[src/hdl/clt_pkg.sv]
package clt_pkg;

   localparam int CAPACITY = 64;
   localparam int POS_W    = 6;
   localparam int CNT_W    = 7;
   localparam int DATA_W   = 32;

   localparam logic [1:0] REQ_INSERT = 2'd0;
   localparam logic [1:0] REQ_REMOVE = 2'd1;
   localparam logic [1:0] REQ_LIST   = 2'd2;
   localparam logic [1:0] REQ_SEARCH = 2'd3;

   localparam logic [2:0] ST_OK        = 3'd0;
   localparam logic [2:0] ST_FULL      = 3'd1;
   localparam logic [2:0] ST_NOT_FOUND = 3'd2;
   localparam logic [2:0] ST_ENTRY     = 3'd3;
   localparam logic [2:0] ST_EMPTY     = 3'd4;

   typedef enum logic [2:0] {
      RES_OK,
      RES_FULL,
      RES_NOT_FOUND,
      RES_FOUND,
      RES_ENTRY,
      RES_EMPTY
   } res_kind_type;

   typedef enum logic [1:0] {
      IDX_HOLD,
      IDX_ZERO,
      IDX_INC
   } idx_op_type;

   typedef struct packed {
      logic         accept;
      idx_op_type   idx_op;
      logic         save_pos;
      logic         wr_insert;
      logic         wr_shift;
      logic         cnt_dec;
      logic         out_load;
      res_kind_type out_kind;
   } cmd_type;

   typedef struct packed {
      logic slot_free;
      logic full;
      logic empty;
      logic scan_end;
      logic hit;
      logic list_last;
   } sts_type;

endpackage

[src/hdl/clt_req_if.sv]
interface clt_req_if;
   logic                             valid;
   logic                             ready;
   logic [1:0]                       req_type;
   logic signed [clt_pkg::DATA_W-1:0] value;

   modport source (output valid, output req_type, output value, input ready);
   modport sink   (input valid, input req_type, input value, output ready);
endinterface

[src/hdl/clt_rsp_if.sv]
interface clt_rsp_if;
   logic                              valid;
   logic                              ready;
   logic [2:0]                        status;
   logic [clt_pkg::POS_W-1:0]         position;
   logic signed [clt_pkg::DATA_W-1:0] item_value;
   logic                              last;

   modport source (output valid, output status, output position, output item_value,
                   output last, input ready);
   modport sink   (input valid, input status, input position, input item_value,
                   input last, output ready);
endinterface

[src/hdl/clt_ctrl.sv]
module clt_ctrl (
   input  logic              clock,
   input  logic              reset,
   input  logic              req_valid,
   input  logic [1:0]        req_type,
   output logic              req_ready,
   input  clt_pkg::sts_type  sts,
   output clt_pkg::cmd_type  cmd
);

   typedef enum logic [2:0] {
      S_IDLE,
      S_INSERT,
      S_SCAN,
      S_SHIFT,
      S_LIST,
      S_EMIT
   } state_type;

   state_type             state_ff, state_in;
   logic [1:0]            type_ff, type_in;
   clt_pkg::res_kind_type res_ff, res_in;

   assign req_ready = (state_ff == S_IDLE);

   always_comb begin
      state_in     = state_ff;
      type_in      = type_ff;
      res_in       = res_ff;
      cmd          = '0;
      cmd.idx_op   = clt_pkg::IDX_HOLD;
      cmd.out_kind = clt_pkg::RES_OK;
      case (state_ff)
         S_IDLE: begin
            cmd.idx_op = clt_pkg::IDX_ZERO;
            if (req_valid) begin
               cmd.accept = 1'b1;
               type_in    = req_type;
               case (req_type)
                  clt_pkg::REQ_INSERT: state_in = S_INSERT;
                  clt_pkg::REQ_LIST:   state_in = S_LIST;
                  default:             state_in = S_SCAN;
               endcase
            end
         end
         S_INSERT: begin
            if (sts.full) begin
               res_in = clt_pkg::RES_FULL;
            end else begin
               cmd.wr_insert = 1'b1;
               res_in        = clt_pkg::RES_OK;
            end
            state_in = S_EMIT;
         end
         S_SCAN: begin
            if (sts.scan_end) begin
               res_in   = clt_pkg::RES_NOT_FOUND;
               state_in = S_EMIT;
            end else if (sts.hit) begin
               cmd.save_pos = 1'b1;
               if (type_ff == clt_pkg::REQ_REMOVE) begin
                  cmd.idx_op = clt_pkg::IDX_INC;
                  state_in   = S_SHIFT;
               end else begin
                  res_in   = clt_pkg::RES_FOUND;
                  state_in = S_EMIT;
               end
            end else begin
               cmd.idx_op = clt_pkg::IDX_INC;
            end
         end
         S_SHIFT: begin
            // Each later entry moves down one place; the read runs one ahead of the write.
            if (sts.scan_end) begin
               cmd.cnt_dec = 1'b1;
               res_in      = clt_pkg::RES_FOUND;
               state_in    = S_EMIT;
            end else begin
               cmd.wr_shift = 1'b1;
               cmd.idx_op   = clt_pkg::IDX_INC;
            end
         end
         S_LIST: begin
            if (sts.empty) begin
               res_in   = clt_pkg::RES_EMPTY;
               state_in = S_EMIT;
            end else if (sts.slot_free) begin
               cmd.out_load = 1'b1;
               cmd.out_kind = clt_pkg::RES_ENTRY;
               if (sts.list_last) begin
                  state_in = S_IDLE;
               end else begin
                  cmd.idx_op = clt_pkg::IDX_INC;
               end
            end
         end
         S_EMIT: begin
            cmd.out_kind = res_ff;
            if (sts.slot_free) begin
               cmd.out_load = 1'b1;
               state_in     = S_IDLE;
            end
         end
         default: begin
            state_in = S_IDLE;
         end
      endcase
   end

   always_ff @(posedge clock) begin
      if (reset) begin
         state_ff <= S_IDLE;
         type_ff  <= clt_pkg::REQ_INSERT;
         res_ff   <= clt_pkg::RES_OK;
      end else begin
         state_ff <= state_in;
         type_ff  <= type_in;
         res_ff   <= res_in;
      end
   end

endmodule

[src/hdl/clt_datapath.sv]
module clt_datapath (
   input  logic                              clock,
   input  logic                              reset,
   input  clt_pkg::cmd_type                  cmd,
   output clt_pkg::sts_type                  sts,
   input  logic signed [clt_pkg::DATA_W-1:0] req_value,
   output logic                              rsp_valid,
   input  logic                              rsp_ready,
   output logic [2:0]                        rsp_status,
   output logic [clt_pkg::POS_W-1:0]         rsp_position,
   output logic signed [clt_pkg::DATA_W-1:0] rsp_item_value,
   output logic                              rsp_last
);

   logic [clt_pkg::DATA_W-1:0] mem [clt_pkg::CAPACITY];

   logic [clt_pkg::CNT_W-1:0]         count_ff, count_in;
   logic [clt_pkg::CNT_W-1:0]         idx_ff, idx_in;
   logic [clt_pkg::CNT_W-1:0]         idx_m1;
   logic [clt_pkg::CNT_W-1:0]         idx_p1;
   logic [clt_pkg::POS_W-1:0]         pos_ff;
   logic signed [clt_pkg::DATA_W-1:0] value_ff;
   logic [clt_pkg::DATA_W-1:0]        rd_data_ff;

   logic                              out_valid_ff;
   logic [2:0]                        status_ff, status_in;
   logic [clt_pkg::POS_W-1:0]         position_ff, position_in;
   logic signed [clt_pkg::DATA_W-1:0] item_value_ff, item_value_in;
   logic                              last_ff, last_in;

   assign idx_m1 = idx_ff - clt_pkg::CNT_W'(1);
   assign idx_p1 = idx_ff + clt_pkg::CNT_W'(1);

   always_comb begin
      case (cmd.idx_op)
         clt_pkg::IDX_ZERO: idx_in = '0;
         clt_pkg::IDX_INC:  idx_in = idx_p1;
         default:           idx_in = idx_ff;
      endcase
   end

   always_comb begin
      count_in = count_ff;
      if (cmd.wr_insert) begin
         count_in = count_ff + clt_pkg::CNT_W'(1);
      end else if (cmd.cnt_dec) begin
         count_in = count_ff - clt_pkg::CNT_W'(1);
      end
   end

   // The read address follows the next index, so the read data always matches idx_ff.
   always_ff @(posedge clock) begin
      if (cmd.wr_insert) begin
         mem[count_ff[clt_pkg::POS_W-1:0]] <= value_ff;
      end else if (cmd.wr_shift) begin
         mem[idx_m1[clt_pkg::POS_W-1:0]] <= rd_data_ff;
      end
      rd_data_ff <= mem[idx_in[clt_pkg::POS_W-1:0]];
   end

   always_ff @(posedge clock) begin
      if (cmd.accept) begin
         value_ff <= req_value;
      end
      if (cmd.save_pos) begin
         pos_ff <= idx_ff[clt_pkg::POS_W-1:0];
      end
   end

   always_comb begin
      status_in     = clt_pkg::ST_OK;
      position_in   = '0;
      item_value_in = '0;
      last_in       = 1'b1;
      case (cmd.out_kind)
         clt_pkg::RES_FULL:      status_in = clt_pkg::ST_FULL;
         clt_pkg::RES_NOT_FOUND: status_in = clt_pkg::ST_NOT_FOUND;
         clt_pkg::RES_EMPTY:     status_in = clt_pkg::ST_EMPTY;
         clt_pkg::RES_FOUND: begin
            position_in   = pos_ff;
            item_value_in = value_ff;
         end
         clt_pkg::RES_ENTRY: begin
            status_in     = clt_pkg::ST_ENTRY;
            position_in   = idx_ff[clt_pkg::POS_W-1:0];
            item_value_in = rd_data_ff;
            last_in       = sts.list_last;
         end
         default: status_in = clt_pkg::ST_OK;
      endcase
   end

   always_ff @(posedge clock) begin
      if (cmd.out_load) begin
         status_ff     <= status_in;
         position_ff   <= position_in;
         item_value_ff <= item_value_in;
         last_ff       <= last_in;
      end
   end

   always_ff @(posedge clock) begin
      if (reset) begin
         count_ff     <= '0;
         idx_ff       <= '0;
         out_valid_ff <= 1'b0;
      end else begin
         count_ff <= count_in;
         idx_ff   <= idx_in;
         if (cmd.out_load) begin
            out_valid_ff <= 1'b1;
         end else if (rsp_ready) begin
            out_valid_ff <= 1'b0;
         end
      end
   end

   assign sts.slot_free = !out_valid_ff || rsp_ready;
   assign sts.full      = (count_ff == clt_pkg::CNT_W'(clt_pkg::CAPACITY));
   assign sts.empty     = (count_ff == '0);
   assign sts.scan_end  = (idx_ff >= count_ff);
   assign sts.hit       = (rd_data_ff == value_ff);
   assign sts.list_last = (idx_p1 == count_ff);

   assign rsp_valid      = out_valid_ff;
   assign rsp_status     = status_ff;
   assign rsp_position   = position_ff;
   assign rsp_item_value = item_value_ff;
   assign rsp_last       = last_ff;

endmodule

[src/hdl/compacting_list_table.sv]
// Insert goes through its insert and emit states before the result is registered; search
// compares one stored entry per cycle through the single memory read port.
// Remove scans and then moves every later entry down, one entry per cycle.
// List delivers one entry per cycle while the sink takes them.
// One request is in progress at a time; the next is taken once the last result is registered.
// Synchronous reset empties the list and clears control; stored words are left as they are.
module compacting_list_table (
   input  logic    clock,
   input  logic    reset,
   clt_req_if.sink   req_if,
   clt_rsp_if.source rsp_if
);

   clt_pkg::cmd_type cmd;
   clt_pkg::sts_type sts;

   clt_ctrl u_ctrl (
      .clock     (clock),
      .reset     (reset),
      .req_valid (req_if.valid),
      .req_type  (req_if.req_type),
      .req_ready (req_if.ready),
      .sts       (sts),
      .cmd       (cmd)
   );

   clt_datapath u_datapath (
      .clock          (clock),
      .reset          (reset),
      .cmd            (cmd),
      .sts            (sts),
      .req_value      (req_if.value),
      .rsp_valid      (rsp_if.valid),
      .rsp_ready      (rsp_if.ready),
      .rsp_status     (rsp_if.status),
      .rsp_position   (rsp_if.position),
      .rsp_item_value (rsp_if.item_value),
      .rsp_last       (rsp_if.last)
   );

endmodule

[src/flat_wrapper.sv]
// flat-port wrapper written by rule: the top's interface ports become plain ports
module compacting_list_table_flat 
  (clock, reset, req_if_valid, req_if_req_type, req_if_value, req_if_ready, rsp_if_valid, rsp_if_status, rsp_if_position, rsp_if_item_value, rsp_if_last, rsp_if_ready);
  clt_req_if req_if_i ();
  clt_rsp_if rsp_if_i ();
  input  logic clock;
  input  logic reset;
  input wire logic [$bits(req_if_i.valid)-1:0] req_if_valid;
  input wire logic [$bits(req_if_i.req_type)-1:0] req_if_req_type;
  input wire logic [$bits(req_if_i.value)-1:0] req_if_value;
  output wire logic [$bits(req_if_i.ready)-1:0] req_if_ready;
  output wire logic [$bits(rsp_if_i.valid)-1:0] rsp_if_valid;
  output wire logic [$bits(rsp_if_i.status)-1:0] rsp_if_status;
  output wire logic [$bits(rsp_if_i.position)-1:0] rsp_if_position;
  output wire logic [$bits(rsp_if_i.item_value)-1:0] rsp_if_item_value;
  output wire logic [$bits(rsp_if_i.last)-1:0] rsp_if_last;
  input wire logic [$bits(rsp_if_i.ready)-1:0] rsp_if_ready;
  assign req_if_i.valid = req_if_valid;
  assign req_if_i.req_type = req_if_req_type;
  assign req_if_i.value = req_if_value;
  assign req_if_ready = req_if_i.ready;
  assign rsp_if_valid = rsp_if_i.valid;
  assign rsp_if_status = rsp_if_i.status;
  assign rsp_if_position = rsp_if_i.position;
  assign rsp_if_item_value = rsp_if_i.item_value;
  assign rsp_if_last = rsp_if_i.last;
  assign rsp_if_i.ready = rsp_if_ready;
  compacting_list_table u_core (.clock(clock), .reset(reset), .req_if(req_if_i), .rsp_if(rsp_if_i));
endmodule
[config.mk]
export PLATFORM = sky130hd
export DESIGN_NAME = compacting_list_table_flat
export DESIGN_NICKNAME = d
export VERILOG_FILES = /design/src/hdl/clt_pkg.sv /design/src/hdl/clt_req_if.sv /design/src/hdl/clt_rsp_if.sv /design/src/hdl/clt_ctrl.sv /design/src/hdl/clt_datapath.sv /design/src/hdl/compacting_list_table.sv /design/src/flat_wrapper.sv
export SDC_FILE = /design/constraint.sdc
export NUM_CORES = 2
export LEC_CHECK = 0
export ABC_AREA = 1
export BUFFER_PORTS_ARGS = -buffer_cell sky130_fd_sc_hd__buf_2
export CAP_MARGIN = 40
export CORE_ASPECT_RATIO = 0.75
export CORE_MARGIN = 5
export CORE_UTILIZATION = 53
export DETAILED_ROUTE_END_ITERATION = 8
export PLACE_DENSITY = 0.81
export SLEW_MARGIN = 5
export SYNTH_ARGS = -nofsm -noshare
export SYNTH_HDL_FRONTEND = slang
export SYNTH_SLANG_ARGS = --single-unit
[constraint.sdc]
create_clock -name clock -period 7 [get_ports clock]
set_clock_uncertainty 0.1 [all_clocks]
set_input_delay 2.1 -clock clock [delete_from_list [all_inputs] [get_ports clock]]
set_output_delay 2.1 -clock clock [all_outputs]
set_load 0.02 [all_outputs]
==> impl_metrics.toml <==
[cells_and_area]
nets = 7150
layout_commonest_cell = "edfxtp_1"
drive_gt1_share_pct = 11.4
areaGrowthSynthToFinish_pct = 12.2
final_cell_mix = "edfxtp_1 (2128), nand3_1 (1067), nand2_1 (1039), o211ai_1 (872), inv_1 (677)"

[sta]
hold_violations = 0
fmax_mhz = 161
tns_ns = 0
timing.slew.headroom_pct = 28.3
drv_slew = 0
tightest_slew_ns = 1.06
fin_crit_sh_pct = 88.6
hold_slack_ns = 0.373
grt_setup_unrepaired = "false"
layout_min_cycle_time_ns = 6.20
setup_viol = 0

[routing]
wl_per_cell_um = 26.9
vias = 60500
route.detailed.drc = 0
first_pass_iters = 9
finalWirelength_mm = 256
antenna_left = 0
dr.first_iter.drc_count = 9992
vias_per_cell = 6.37

[worst_setup_path]
crit_path_end_kind = "flip-flop"
cp_max_fo = 69
cp_data_arrival_time_ns = 6.83
required_ns = 7.63
r2r_start = "u_core.u_datapath.idx_ff[0]"
cp-start-kind = "flip-flop"
crit_type = "reg -> reg"
startpoint = "u_core.u_datapath.idx_ff[0]"

[outcome]
status = "finished clean"

[clocking]
clkTransAtPathRegs_ns = 0.07
cts_setup_buffers = 0
htree_levels = 4
clock-sinks = 2183
holdBufCountCts = 0
cts-resized-gates = 0
root_buffer = "clkbuf_16"
cts_tree = "done"
clk_path_buf_depth = 3
cts_buffers = 180
worstSkewPairLatency_ns = 0.83

[pwr]
ir_drop_mv = 0.276
static-leakage-power_uw = 0.0354
cellPowerDensity_mw_per_mm2 = 349

[grt]
grt_max_degree = 151
grt_pass1_vias = 58100
grt-ovfl-total = 0
antenna_found_initial = 11
grtUsageTotal_pct = 27.9
grt_pass1_wl_mm = 372

[yosys]
synth.top_cell.area_share_pct = 71.2
syn_avg_cell_area_sq_um = 12.7
syn_inst = 7040
synth_area_leaders = "edfxtp_1 (71%), o211ai_1 (7.3%), nand3_1 (6.0%)"
yosysSeqAreaShare_pct = 72.5
synthesis.nets = 7094
yosysWarningCount = 0
yosys.area.top_type = "edfxtp_1"
synth_cell_types = 42
synth.ff_latch_count = 2183
netlist_area_sq_mm = 0.0897

[hold_path]
hp-class = "reg -> reg"
min_from = "u_core.u_ctrl.res_ff[2]"

[die]
rows = 130
io_pins = 82
die_h_um = 366
core_area_sq_mm = 0.168
fp.dieW_um = 485
design.die.area_sq_mm = 0.178
initial_core_util_pct = 53.4

[place]
dp_hpwl_mm = 144
gp_congestion = 0.896
port_buffers = 81

[flow_run]
cap_viol_max_count = 0
## Yosys cell counts (all sizes together)
library cell / instances
o311ai: 1
a21o: 1
xnor2: 25
ha: 15
o211ai: 872
a31oi: 1
o22ai: 42
and2: 1
a21oi: 21
inv: 686
nand3: 1067
o21ai: 124
nand2: 1043
clkbuf: 194
a211oi: 1
nand3b: 1
nand2b: 1
edfxtp: 2128
nor2: 138
nor3: 4
and3: 1
dfxtp: 55
clkinv: 1
o31ai: 2
fa: 1
nand4: 7
buf: 267
or2: 337
xor2: 3
## per-stage QoR
step | util [%] | area (sq um) | power [uW] | setup slack [ns] | std cells
after global placement | 56.0 | 93900 | 24200 | 0.578 | 9124
final | 59.9 | 101000 | 35100 | 0.801 | 9495
after CTS | 59.9 | 101000 | 34800 | 1.04 | 9487
after global routing | 59.9 | 101000 | 36200 | 0.646 | 9492
after detailed placement | 56.3 | 94500 | 24600 | 0.478 | 9154
after floorplan | - | 89700 | 21500 | 1.86 | 7040
## layer usage
| metal | global-route usage (%) | share of wire (%) | wire length, um | vias to the layer above |
|---|---|---|---|---|
| met5 | 0 | 0.014 | 35 | - |
| met4 | 14.4 | 5.8 | 14900 | 6 |
| met3 | 8.45 | 15 | 38400 | 886 |
| met2 | 41.5 | 44 | 113000 | 4845 |
| met1 | 37.2 | 35 | 89300 | 29100 |
| li1 | - | - | - | 25700 |
## report_power, final
| group | internal, uW | total [uW] | switching (uW) |
|---|---|---|---|
| clock network | 5710 | 10300 | 4630 |
| registers | 15700 | 16100 | 418 |
| logic | 2310 | 8630 | 6320 |
| total | 23700 | 35100 | 11400 |
## worst max-delay path, cell delays in order (launching register included)
cell and delay [ns]:
dfxtp_1 0.57, inv_2 0.19, ha_1 0.34, nand2_1 0.06, nor2_1 0.10, nand4_1 0.10
and3_1 0.22, nand2_4 0.53, nand4_1 0.18, ha_1 0.39, inv_2 0.27, nand2_4 0.19
o21ai_4 0.58, buf_12 0.41, buf_12 0.34, nand2_1 0.13, nand3_1 0.12, nand3_1 0.10
nand2_1 0.09, nand2_1 0.07, nand3_1 0.29, nand3_1 0.43, nand2_1 0.17
## sequential cells by signal, summed over array words and instances, names as in the netlist
register,cells
u_core.u_datapath.mem,2048
u_core.u_datapath.rd_data_ff,32
u_core.u_datapath.rsp_item_value,32
u_core.u_datapath.value_ff,32
u_core.u_datapath.count_ff,7
u_core.u_datapath.idx_ff,7
u_core.u_datapath.pos_ff,6
u_core.u_datapath.rsp_position,6
u_core.u_ctrl.res_ff,3
u_core.u_ctrl.state_ff,3
u_core.u_datapath.rsp_status,3
u_core.u_ctrl.type_ff,2
u_core.u_datapath.rsp_last,1
u_core.u_datapath.rsp_valid,1
## kinds of logic (layout without fill, tap and decap cells)
| kind of cell | after synthesis | after routing | synth area share [%] |
|---|---|---|---|
| buf+inv | 1148 | 1355 | 5.17 |
| flops | 2183 | 2183 | 72.5 |
| compound gates | 1065 | 1065 | 8.48 |
| simple gates | 2600 | 2600 | 13.4 |
| fa+ha+maj | 16 | 16 | 0.232 |
| other cells | 0 | 4 | 0 |
| xor+xnor | 28 | 28 | 0.273 |
## final timing paths
| check | end | slack [ns] | depth (start not counted) |
|---|---|---|---|
| hold reg to reg | u_core.u_ctrl.res_ff[2] | 0.37 | 2 |
| setup reg to reg | u_core.u_datapath.rd_data_ff[17] | 0.80 | 22 |
| hold / removal | u_core.u_ctrl.res_ff[2] | 0.37 | 2 |
| setup / recovery | u_core.u_datapath.rd_data_ff[17] | 0.80 | 22 |
## layout make-up
cell class	count	area, sq um
clock inverters	100	962
inverters	687	2600
diodes	4	10.0
fillers	11900	67300
clock buffers	233	5000
well taps	2244	2810
repair buffers	335	3240
multi-input cells	3709	21000
flip-flops and latches	2183	65000
Power figures use the tool's default switching activity.
